<file path="src/hw/rtl/odm_pkg.sv">
// ----------------------------------------------------------------------------
// odm_pkg - shared types and constants for the ordered dither block
// Word layouts, configuration map, queue entry and built-in pattern ROMs.
// ----------------------------------------------------------------------------
package odm_pkg;

	// field widths fixed by the interface
	localparam int PIXELS_W     = 32;
	localparam int IDX_W        = 8;
	localparam int BYTE_W       = 8;
	localparam int ROW_BYTES_W  = 10;
	localparam int FRAME_ROWS_W = 13;
	localparam int CFG_IDX_W    = 3;
	localparam int CFG_DATA_W   = 13;

	// phase and pattern row fields are sized for the largest pattern height (16)
	localparam int PHASE_W  = 4;
	localparam int WR_ROW_W = 4;
	localparam int WR_BYTE_W = 4;

	localparam int LEVELS2 = 4;
	localparam int LEVELS4 = 16;
	localparam int ROM_PHASES = 8;

	localparam int QUEUE_DEPTH = 4;

	// parameter defaults
	localparam int DEF_PATTERN_ROWS   = 8;
	localparam int DEF_MAX_ROW_BYTES  = 512;
	localparam int DEF_MAX_FRAME_ROWS = 4096;

	// configuration register indexes
	localparam logic [CFG_IDX_W-1:0] REG_DEPTH_MODE = 3'd0;
	localparam logic [CFG_IDX_W-1:0] REG_ROW_BYTES  = 3'd1;
	localparam logic [CFG_IDX_W-1:0] REG_FRAME_ROWS = 3'd2;
	localparam logic [CFG_IDX_W-1:0] REG_CUSTOM_2   = 3'd3;
	localparam logic [CFG_IDX_W-1:0] REG_CUSTOM_4   = 3'd4;

	// item kinds
	localparam logic KIND_PIXELS = 1'b0;
	localparam logic KIND_TABLE  = 1'b1;

	typedef struct packed {
		logic                kind;
		logic [PIXELS_W-1:0] pixels;
		logic [IDX_W-1:0]    table_index;
		logic [BYTE_W-1:0]   table_value;
	} item_t;

	typedef struct packed {
		logic [BYTE_W-1:0] out_byte;
		logic              last_of_row;
		logic              last_of_frame;
	} result_t;

	typedef struct packed {
		logic                    depth_mode;
		logic [ROW_BYTES_W-1:0]  row_bytes;
		logic [FRAME_ROWS_W-1:0] frame_rows;
		logic                    custom_2bit;
		logic                    custom_4bit;
	} cfg_t;

	typedef enum logic [1:0] {
		OP_PIXELS = 2'd0,
		OP_WR2    = 2'd1,
		OP_WR4    = 2'd2
	} op_t;

	typedef struct packed {
		op_t                  op;
		logic [PIXELS_W-1:0]  pixels;
		logic [PHASE_W-1:0]   phase;
		logic                 last_of_row;
		logic                 last_of_frame;
		logic [WR_ROW_W-1:0]  wr_row;
		logic [WR_BYTE_W-1:0] wr_byte;
		logic [BYTE_W-1:0]    wr_value;
	} entry_t;

	localparam logic [BYTE_W-1:0] ROM2 [ROM_PHASES][LEVELS2] = '{
		'{8'h00, 8'h55, 8'h55, 8'hFF}, '{8'h00, 8'hAA, 8'hEE, 8'hFF},
		'{8'h00, 8'h55, 8'h55, 8'hFF}, '{8'h00, 8'hAA, 8'hBB, 8'hFF},
		'{8'h00, 8'h55, 8'h55, 8'hFF}, '{8'h00, 8'hAA, 8'hEE, 8'hFF},
		'{8'h00, 8'h55, 8'h55, 8'hFF}, '{8'h00, 8'hAA, 8'hBB, 8'hFF}
	};

	localparam logic [BYTE_W-1:0] ROM4 [ROM_PHASES][LEVELS4] = '{
		'{8'h00,8'h00,8'h22,8'h22,8'hAA,8'hAA,8'hAA,8'hAA,
		  8'hEE,8'hEE,8'hFF,8'hFF,8'hFF,8'hFF,8'hFF,8'hFF},
		'{8'h00,8'h00,8'h00,8'h00,8'h00,8'h11,8'h11,8'h55,
		  8'h55,8'h55,8'h55,8'hDD,8'hDD,8'hFF,8'hFF,8'hFF},
		'{8'h00,8'h88,8'h88,8'hAA,8'hAA,8'hAA,8'hAA,8'hAA,
		  8'hBB,8'hFF,8'hFF,8'hFF,8'hFF,8'hFF,8'hFF,8'hFF},
		'{8'h00,8'h00,8'h00,8'h00,8'h00,8'h00,8'h44,8'h55,
		  8'h55,8'h55,8'h55,8'h55,8'h77,8'h77,8'hFF,8'hFF},
		'{8'h00,8'h00,8'h22,8'h22,8'hAA,8'hAA,8'hAA,8'hAA,
		  8'hEE,8'hEE,8'hFF,8'hFF,8'hFF,8'hFF,8'hFF,8'hFF},
		'{8'h00,8'h00,8'h00,8'h00,8'h00,8'h11,8'h11,8'h55,
		  8'h55,8'h55,8'h55,8'hDD,8'hDD,8'hFF,8'hFF,8'hFF},
		'{8'h00,8'h88,8'h88,8'hAA,8'hAA,8'hAA,8'hAA,8'hAA,
		  8'hBB,8'hFF,8'hFF,8'hFF,8'hFF,8'hFF,8'hFF,8'hFF},
		'{8'h00,8'h00,8'h00,8'h00,8'h00,8'h00,8'h44,8'h55,
		  8'h55,8'h55,8'h55,8'h55,8'h77,8'h77,8'hFF,8'hFF}
	};

endpackage

</file>
<file path="src/hw/rtl/odm_front.sv">
// ----------------------------------------------------------------------------
// odm_front - input side of the ordered dither block
// Accepts words, tracks column, row and pattern phase, decodes table writes
// and pushes one queue entry per word that has work to do.
// ----------------------------------------------------------------------------
module odm_front #(
	parameter int PATTERN_ROWS   = odm_pkg::DEF_PATTERN_ROWS,
	parameter int MAX_ROW_BYTES  = odm_pkg::DEF_MAX_ROW_BYTES,
	parameter int MAX_FRAME_ROWS = odm_pkg::DEF_MAX_FRAME_ROWS
) (
	input  logic            clk,
	input  logic            arst_n,
	input  odm_pkg::cfg_t   cfg,
	input  logic            item_valid,
	output logic            item_stall,
	input  odm_pkg::item_t  item,
	output logic            push,
	output odm_pkg::entry_t push_entry,
	input  logic            push_ready
);
	import odm_pkg::*;

	localparam int COL_W = (MAX_ROW_BYTES > 1) ? $clog2(MAX_ROW_BYTES) : 1;
	localparam int ROW_W = (MAX_FRAME_ROWS > 1) ? $clog2(MAX_FRAME_ROWS) : 1;
	localparam int EC_W  = ($clog2(MAX_ROW_BYTES + 1) > ROW_BYTES_W) ?
		$clog2(MAX_ROW_BYTES + 1) : ROW_BYTES_W;
	localparam int ER_W  = ($clog2(MAX_FRAME_ROWS + 1) > FRAME_ROWS_W) ?
		$clog2(MAX_FRAME_ROWS + 1) : FRAME_ROWS_W;
	localparam int PH_W  = $clog2(PATTERN_ROWS);
	localparam int TABLE2_SIZE = 4 * PATTERN_ROWS;
	localparam int STORE_SIZE  = 20 * PATTERN_ROWS;

	logic [COL_W-1:0] col_q;
	logic [ROW_W-1:0] row_q;
	logic [PH_W-1:0]  phase_q;

	logic [EC_W-1:0] rb_x, eff_cols, col_inc;
	logic [ER_W-1:0] fr_x, eff_rows, row_inc;
	logic            end_row, end_frame;
	logic            accept, is_pixels, is_wr2, is_wr4;
	logic [IDX_W-1:0] off4;

	// zero acts as one, oversize saturates
	always_comb begin
		rb_x = EC_W'(cfg.row_bytes);
		fr_x = ER_W'(cfg.frame_rows);
		if (rb_x == '0) begin
			eff_cols = EC_W'(1);
		end else if (rb_x > EC_W'(MAX_ROW_BYTES)) begin
			eff_cols = EC_W'(MAX_ROW_BYTES);
		end else begin
			eff_cols = rb_x;
		end
		if (fr_x == '0) begin
			eff_rows = ER_W'(1);
		end else if (fr_x > ER_W'(MAX_FRAME_ROWS)) begin
			eff_rows = ER_W'(MAX_FRAME_ROWS);
		end else begin
			eff_rows = fr_x;
		end
	end

	assign col_inc   = EC_W'(col_q) + EC_W'(1);
	assign row_inc   = ER_W'(row_q) + ER_W'(1);
	assign end_row   = (col_inc >= eff_cols);
	assign end_frame = end_row && (row_inc >= eff_rows);

	assign item_stall = !push_ready;
	assign accept     = item_valid && push_ready;
	assign is_pixels  = (item.kind == KIND_PIXELS);
	assign is_wr2     = !is_pixels && (32'(item.table_index) < TABLE2_SIZE);
	assign is_wr4     = !is_pixels && !is_wr2 && (32'(item.table_index) < STORE_SIZE);
	assign off4       = item.table_index - IDX_W'(TABLE2_SIZE);

	// out-of-range table writes are dropped here
	assign push = accept && (is_pixels || is_wr2 || is_wr4);

	always_comb begin
		push_entry               = '0;
		push_entry.pixels        = item.pixels;
		push_entry.phase         = PHASE_W'(phase_q);
		push_entry.last_of_row   = end_row;
		push_entry.last_of_frame = end_frame;
		push_entry.wr_value      = item.table_value;
		if (is_pixels) begin
			push_entry.op = OP_PIXELS;
		end else if (is_wr2) begin
			push_entry.op      = OP_WR2;
			push_entry.wr_row  = WR_ROW_W'(item.table_index >> 2);
			push_entry.wr_byte = WR_BYTE_W'(item.table_index[1:0]);
		end else begin
			push_entry.op      = OP_WR4;
			push_entry.wr_row  = WR_ROW_W'(off4 >> 4);
			push_entry.wr_byte = off4[3:0];
		end
	end

	always_ff @(posedge clk or negedge arst_n) begin
		if (!arst_n) begin
			col_q   <= '0;
			row_q   <= '0;
			phase_q <= '0;
		end else if (accept && is_pixels) begin
			if (end_row) begin
				col_q <= '0;
				if (end_frame) begin
					row_q   <= '0;
					phase_q <= '0;
				end else begin
					row_q   <= ROW_W'(row_inc);
					phase_q <= (phase_q == PH_W'(PATTERN_ROWS - 1)) ? '0 : phase_q + PH_W'(1);
				end
			end else begin
				col_q <= COL_W'(col_inc);
			end
		end
	end

endmodule

</file>
<file path="src/hw/rtl/odm_queue.sv">
// ----------------------------------------------------------------------------
// odm_queue - short queue between front and back
// Lets the front keep accepting while the back waits on the receiver.
// ----------------------------------------------------------------------------
module odm_queue (
	input  logic            clk,
	input  logic            arst_n,
	input  logic            push,
	input  odm_pkg::entry_t push_entry,
	output logic            push_ready,
	input  logic            pop,
	output logic            head_valid,
	output odm_pkg::entry_t head
);
	import odm_pkg::*;

	localparam int PTR_W = $clog2(QUEUE_DEPTH);
	localparam int CNT_W = $clog2(QUEUE_DEPTH + 1);

	entry_t           slots_q [QUEUE_DEPTH];
	logic [PTR_W-1:0] wr_ptr_q, rd_ptr_q;
	logic [CNT_W-1:0] count_q;
	logic             do_push, do_pop;

	assign push_ready = (count_q != CNT_W'(QUEUE_DEPTH));
	assign head_valid = (count_q != '0);
	assign head       = slots_q[rd_ptr_q];
	assign do_push    = push && push_ready;
	assign do_pop     = pop && head_valid;

	always_ff @(posedge clk) begin
		if (do_push) begin
			slots_q[wr_ptr_q] <= push_entry;
		end
	end

	always_ff @(posedge clk or negedge arst_n) begin
		if (!arst_n) begin
			wr_ptr_q <= '0;
			rd_ptr_q <= '0;
			count_q  <= '0;
		end else begin
			if (do_push) begin
				wr_ptr_q <= wr_ptr_q + PTR_W'(1);
			end
			if (do_pop) begin
				rd_ptr_q <= rd_ptr_q + PTR_W'(1);
			end
			if (do_push && !do_pop) begin
				count_q <= count_q + CNT_W'(1);
			end else if (do_pop && !do_push) begin
				count_q <= count_q - CNT_W'(1);
			end
		end
	end

endmodule

</file>
<file path="src/hw/rtl/odm_back.sv">
// ----------------------------------------------------------------------------
// odm_back - pattern lookup and output side
// Applies table writes to the loaded pattern store, reads one pattern row
// per pixel word, selects a bit per pixel and holds the result word.
// ----------------------------------------------------------------------------
module odm_back #(
	parameter int PATTERN_ROWS = odm_pkg::DEF_PATTERN_ROWS
) (
	input  logic             clk,
	input  logic             arst_n,
	input  odm_pkg::cfg_t    cfg,
	input  logic             head_valid,
	input  odm_pkg::entry_t  head,
	output logic             pop,
	output logic             result_valid,
	input  logic             result_stall,
	output odm_pkg::result_t result
);
	import odm_pkg::*;

	localparam int RA_W = $clog2(PATTERN_ROWS);

	// one row per phase, all entries of that phase side by side
	logic [LEVELS2-1:0][BYTE_W-1:0] tab2_mem [PATTERN_ROWS];
	logic [LEVELS4-1:0][BYTE_W-1:0] tab4_mem [PATTERN_ROWS];

	logic [LEVELS2-1:0][BYTE_W-1:0] rd2_s1;
	logic [LEVELS4-1:0][BYTE_W-1:0] rd4_s1;
	logic                           valid_s1;
	logic [PIXELS_W-1:0]            pixels_s1;
	logic [PHASE_W-1:0]             phase_s1;
	logic                           last_row_s1, last_frame_s1;

	logic    out_ready, s1_ready, take_pixels;
	logic    [BYTE_W-1:0] dither;
	result_t result_q;
	logic    result_valid_q;

	assign out_ready   = !result_valid_q || !result_stall;
	assign s1_ready    = !valid_s1 || out_ready;
	assign pop         = head_valid && s1_ready;
	assign take_pixels = pop && (head.op == OP_PIXELS);

	always_ff @(posedge clk) begin
		if (pop) begin
			unique case (head.op)
				OP_WR2: tab2_mem[head.wr_row[RA_W-1:0]][head.wr_byte[1:0]] <= head.wr_value;
				OP_WR4: tab4_mem[head.wr_row[RA_W-1:0]][head.wr_byte] <= head.wr_value;
				default: ;
			endcase
		end
		if (take_pixels) begin
			rd2_s1 <= tab2_mem[head.phase[RA_W-1:0]];
			rd4_s1 <= tab4_mem[head.phase[RA_W-1:0]];
		end
	end

	always_ff @(posedge clk) begin
		if (take_pixels) begin
			pixels_s1     <= head.pixels;
			phase_s1      <= head.phase;
			last_row_s1   <= head.last_of_row;
			last_frame_s1 <= head.last_of_frame;
		end
	end

	always_ff @(posedge clk or negedge arst_n) begin
		if (!arst_n) begin
			valid_s1 <= 1'b0;
		end else if (s1_ready) begin
			valid_s1 <= take_pixels;
		end
	end

	// bit k of the entry picked by pixel k's level
	always_comb begin
		logic [1:0] lv2;
		logic [3:0] lv4;
		dither = '0;
		for (int k = 0; k < BYTE_W; k++) begin
			lv2 = pixels_s1[2*k +: 2];
			lv4 = pixels_s1[4*k +: 4];
			if (!cfg.depth_mode) begin
				dither[k] = cfg.custom_2bit ? rd2_s1[lv2][k] : ROM2[phase_s1[2:0]][lv2][k];
			end else begin
				dither[k] = cfg.custom_4bit ? rd4_s1[lv4][k] : ROM4[phase_s1[2:0]][lv4][k];
			end
		end
	end

	always_ff @(posedge clk) begin
		if (valid_s1 && out_ready) begin
			result_q.out_byte      <= dither;
			result_q.last_of_row   <= last_row_s1;
			result_q.last_of_frame <= last_frame_s1;
		end
	end

	always_ff @(posedge clk or negedge arst_n) begin
		if (!arst_n) begin
			result_valid_q <= 1'b0;
		end else if (out_ready) begin
			result_valid_q <= valid_s1;
		end
	end

	assign result_valid = result_valid_q;
	assign result       = result_q;

endmodule

</file>
<file path="src/hw/rtl/ordered_dither_to_mono.sv">
// ----------------------------------------------------------------------------
// ordered_dither_to_mono - grey to monochrome ordered dither
// Turns eight 2-bit or 4-bit grey pixels into one dithered output byte.
// ----------------------------------------------------------------------------
// item channel: item_valid / item_stall carry one word, either eight pixels
//   of one output byte or a single pattern table byte write (kind set).
//   Table writes and writes beyond the store give no result word.
// result channel: result_valid / result_stall carry the dithered byte with
//   row end and frame end marks, in input order.
// cfg channel: cfg_valid / cfg_ready with register index and data; cfg_ready
//   is always high. Write only while no words are in flight.
// An accepted word passes the queue, the pattern read stage and the result
//   register; throughput is one word per clock while the result side is free.
//   The pattern store is read once per pixel word.
// A stalled receiver holds the result register; a four entry queue keeps the
//   item side accepting until it fills, then item_stall rises.
// Reset clears column, row and phase, the queue and the valid flags, and
//   sets registers to 2-bit mode, one byte per row, one row per frame, built-in
//   tables. The loaded pattern store is not cleared.
module ordered_dither_to_mono #(
	parameter int PATTERN_ROWS   = odm_pkg::DEF_PATTERN_ROWS,
	parameter int MAX_ROW_BYTES  = odm_pkg::DEF_MAX_ROW_BYTES,
	parameter int MAX_FRAME_ROWS = odm_pkg::DEF_MAX_FRAME_ROWS
) (
	input  logic                             clk,
	input  logic                             arst_n,
	input  logic                             item_valid,
	output logic                             item_stall,
	input  odm_pkg::item_t                   item,
	output logic                             result_valid,
	input  logic                             result_stall,
	output odm_pkg::result_t                 result,
	input  logic                             cfg_valid,
	output logic                             cfg_ready,
	input  logic [odm_pkg::CFG_IDX_W-1:0]    cfg_index,
	input  logic [odm_pkg::CFG_DATA_W-1:0]   cfg_data
);
	import odm_pkg::*;

	cfg_t   cfg_q;
	logic   push, push_ready, pop, head_valid;
	entry_t push_entry, head;

	assign cfg_ready = 1'b1;

	always_ff @(posedge clk or negedge arst_n) begin
		if (!arst_n) begin
			cfg_q.depth_mode  <= 1'b0;
			cfg_q.row_bytes   <= ROW_BYTES_W'(1);
			cfg_q.frame_rows  <= FRAME_ROWS_W'(1);
			cfg_q.custom_2bit <= 1'b0;
			cfg_q.custom_4bit <= 1'b0;
		end else if (cfg_valid && cfg_ready) begin
			unique case (cfg_index)
				REG_DEPTH_MODE: cfg_q.depth_mode  <= cfg_data[0];
				REG_ROW_BYTES:  cfg_q.row_bytes   <= cfg_data[ROW_BYTES_W-1:0];
				REG_FRAME_ROWS: cfg_q.frame_rows  <= cfg_data[FRAME_ROWS_W-1:0];
				REG_CUSTOM_2:   cfg_q.custom_2bit <= cfg_data[0];
				REG_CUSTOM_4:   cfg_q.custom_4bit <= cfg_data[0];
				default: ;
			endcase
		end
	end

	odm_front #(
		.PATTERN_ROWS  (PATTERN_ROWS),
		.MAX_ROW_BYTES (MAX_ROW_BYTES),
		.MAX_FRAME_ROWS(MAX_FRAME_ROWS)
	) u_front (
		.clk       (clk),
		.arst_n    (arst_n),
		.cfg       (cfg_q),
		.item_valid(item_valid),
		.item_stall(item_stall),
		.item      (item),
		.push      (push),
		.push_entry(push_entry),
		.push_ready(push_ready)
	);

	odm_queue u_queue (
		.clk       (clk),
		.arst_n    (arst_n),
		.push      (push),
		.push_entry(push_entry),
		.push_ready(push_ready),
		.pop       (pop),
		.head_valid(head_valid),
		.head      (head)
	);

	odm_back #(
		.PATTERN_ROWS(PATTERN_ROWS)
	) u_back (
		.clk         (clk),
		.arst_n      (arst_n),
		.cfg         (cfg_q),
		.head_valid  (head_valid),
		.head        (head),
		.pop         (pop),
		.result_valid(result_valid),
		.result_stall(result_stall),
		.result      (result)
	);

endmodule

</file>
<file path="config.mk">
export PLATFORM = sky130hd
export DESIGN_NAME = ordered_dither_to_mono
export DESIGN_NICKNAME = d
export VERILOG_FILES = /design/src/hw/rtl/odm_pkg.sv /design/src/hw/rtl/odm_front.sv /design/src/hw/rtl/odm_queue.sv /design/src/hw/rtl/odm_back.sv /design/src/hw/rtl/ordered_dither_to_mono.sv
export SDC_FILE = /design/constraint.sdc
export NUM_CORES = 2
export LEC_CHECK = 0
export ABC_AREA = 1
export BUFFER_PORTS_ARGS = -buffer_cell sky130_fd_sc_hd__buf_2
export CORE_MARGIN = 1
export CORE_UTILIZATION = 49
export DETAILED_ROUTE_END_ITERATION = 10
export GPL_TIMING_DRIVEN = 0
export HOLD_SLACK_MARGIN = 0.1
export PLACE_DENSITY = 0.65
export REMOVE_ABC_BUFFERS = 1
export SKIP_CTS_REPAIR_TIMING = 1
export SLEW_MARGIN = 10
export SYNTH_ARGS = -nofsm -noshare
export SYNTH_HDL_FRONTEND = slang
export SYNTH_HIERARCHICAL = 1
export SYNTH_SLANG_ARGS = --single-unit
</file>
<file path="constraint.sdc">
create_clock -name clk -period 36.1 [get_ports clk]
set_input_delay 0 -clock clk [delete_from_list [all_inputs] [get_ports clk]]
set_output_delay 0 -clock clk [all_outputs]
set_load 0.01 [all_outputs]
</file>
==> out/results.ini <==
[layout]
nNetsFinal = 5978
finalInstanceArea_mm2 = 0.0818
drive_gt1_frac = 0.0944
fillers = 11500
regArea_mm2 = 0.0526
areaGrowthSynthToFinish_pct = 13.3
final_cells = 7936
multi_input_area_mm2 = 0.0165

[critical_path]
reg2reg_to = u_back/rd4_s1[23]
max_stage_delay_ps = 680
startpoint_type = flop
worstPathRequired_ps = 36640
cp_max_fo = 212
crit_path_frequent_cell = buf_16
cp-end-kind = flop
crit_type = reg -> reg
worst-r2r-cell-count = 14
reg2reg_from = u_queue/rd_ptr_q[1]
cp.arrival_ps = 6100
r2r_setup_slack_ps = 30540
crit_path_cell_trace = buf_16 > inv_4 > o211ai_1 > nand2_4 > buf_16 > buf_16 > buf_16 > clkinv_16 > buf_16 > buf_16 > nor2_1 > o32ai_1 > nand2_1 > nand2_1
slowest_stage = inv_4

[placed_design]
io_buffers = 81
dpl-instance-area_mm2 = 0.0747
place_inst = 7462
place.gp.congestion = 0.910
hpwl_um = 108000

[timing]
worst_slew_pin_slew_ps = 1370
fmax_mhz = 180
hold_slack_ps = 137
period_minus_slack_ps = 5560
maxSlewHeadroom = 0.0836
tns_ps = 0
worst_clock_skew_ps = 33.9
setup_viol = 0
hold_violations = 0
slew_violations = 0
fin_crit_sh = 0.154
grt_setup_unrepaired = false

[cts]
cts_tree = built
root_buffer = clkbuf_16
cts.sinks = 1761
clkTransAtPathRegs_ps = 60
cts-buffers-inserted = 174
clockBufferDepth = 3
h-tree-depth = 4
worst_skew_pair.late_latency_ps = 810

[detailed_routing]
ant_nets = 0
drt_iter0_markers = 5883
drc = 0
vias = 45700
wl_um = 182000
via_per_inst = 5.76
wl_per_cell_um = 23.0
dr.pass1.iters = 6

[min_path]
hp-class = in -> reg
hold_start = item[8]
min_path_cells = 4
min_to = u_queue/slots_q[0][8]

[pwr]
p_seq_frac = 0.388
p_leak_nw = 28.9
p_comb_frac = 0.393
switching_power_mw = 3.25
peakVddDrop_mv = 0.0943
p_int_mw = 4.83
switching_share = 0.402
pwr-share-clk = 0.218
p_per_area_mw_per_mm2 = 98.9

[floorplan]
io-pin-count = 83
core-area_mm2 = 0.146
dieArea_mm2 = 0.149
initial_core_util = 0.495
row_count = 140
die_h_um = 386
die_width_um = 386

[global_routing]
antenna_found_initial = 6
grt_start_max_net_pins = 231
grt_pass1_vias = 41800
grt-ovfl-total = 0
grt_pass1_wl_um = 266000
grtUsageTotal = 0.240

[job]
cap_viol_max_count = 0

[synth]
syn-cell-area_mm2 = 0.0722
avgSynthCellArea_um2 = 12.5
synth_warnings = 6
synthCells = 5752

[outcome]
outcome = complete, no violations

==> per-stage QoR <==
step,worst slack (ps),total power [mW],util
floorplan,17040,5.17,-
global placement,-88.1,6.67,0.499
detailed placement,30740,6.29,0.512
CTS,30700,8.06,0.550
global route,30380,8.46,0.560
finish,30540,8.09,0.560
==> sequential cells by signal, indices dropped and copies added (netlist names), 2 cells and up <==
signal            flops
cfg_q                26
u_back/phase_s1       2
u_back/pixels_s1     32
u_back/rd2_s1        32
u_back/rd4_s1       128
u_back/result        10
u_back/tab2_mem     256
u_back/tab4_mem    1024
u_front/col_q         9
u_front/phase_q       3
u_front/row_q        12
u_queue/count_q       3
u_queue/rd_ptr_q      2
u_queue/slots_q     216
u_queue/wr_ptr_q      2
==> critical path, delay by kind of cell (launching register included) <==
family          cells  cell delay (ps)
flops               1              640
buf+inv             8             2620
simple gates        4              870
compound gates      2              430
==> metal layers <==
layer,GRT usage,part of all wire,wire length [µm]
met5,0,0.00015,27
met4,0.0796,0.030,5550
met3,0.0431,0.093,16900
met2,0.361,0.46,83000
met1,0.355,0.42,76900
==> power groups by stage <==
| stage | sequential (mW) | clock, mW | combinational (mW) |
|---|---|---|---|
| 2_1_floorplan | 3.19 | 0 | 1.98 |
| 4_1_cts | 3.13 | 1.79 | 3.14 |
| 3_3_place_gp | 3.46 | 0 | 3.21 |
| 6_report | 3.14 | 1.77 | 3.18 |
| 5_1_grt | 3.15 | 1.87 | 3.44 |
| 3_5_place_dp | 3.17 | 0 | 3.12 |
==> cell type report <==
type	instances	share of cell area
clock buffer	217	0.0566
antenna	4	0.000122
clock inverter	100	0.0111
inverter	284	0.0137
sequential	1761	0.643
timing repair buffer	315	0.0442
tap	1917	0.0293
multi-input combinational	3338	0.202
==> worst max path at each step <==
stage,cells past startpoint,endpoint,from
after global placement,8,u_back/rd4_s1[30],u_queue/rd_ptr_q[1]
after floorplan,8,u_back/rd2_s1[0],u_queue/rd_ptr_q[1]
after CTS,14,u_back/rd2_s1[4],u_queue/rd_ptr_q[1]
final,14,u_back/rd4_s1[23],u_queue/rd_ptr_q[1]
after detailed placement,14,u_back/rd4_s1[30],u_queue/rd_ptr_q[1]
after global routing,14,u_back/rd2_s1[2],u_queue/rd_ptr_q[1]
==> layout by cell type, fill, tap and decap left out, types with 5 or more instances in the layout <==
cell type      instances
nor2_4                 8
nor3_2                 5
dlygate4sd3_1        152
buf_16                43
clkbuf_1              36
inv_2                  7
nor2_2                 9
clkinv_1              36
inv_6                  5
clkinv_2              36
nor2_1              1234
buf_12                13
o22ai_1                7
buf_2                 80
dfrtp_1               56
edfxtp_1            1702
nand2_1              944
bufinv_16             13
clkbuf_16            178
nand2_2               30
o211ai_1              57
inv_1                270
xor2_1                13
buf_4                 18
o32ai_1              320
o21ai_0              400
a21oi_1               28
ha_1                  33
nand3_2                6
o211ai_2              67
nand3_1              127
nor3_1                 6
nand2_4               13
buf_6                  6
Note: power is estimated with default switching activity, not from simulation.
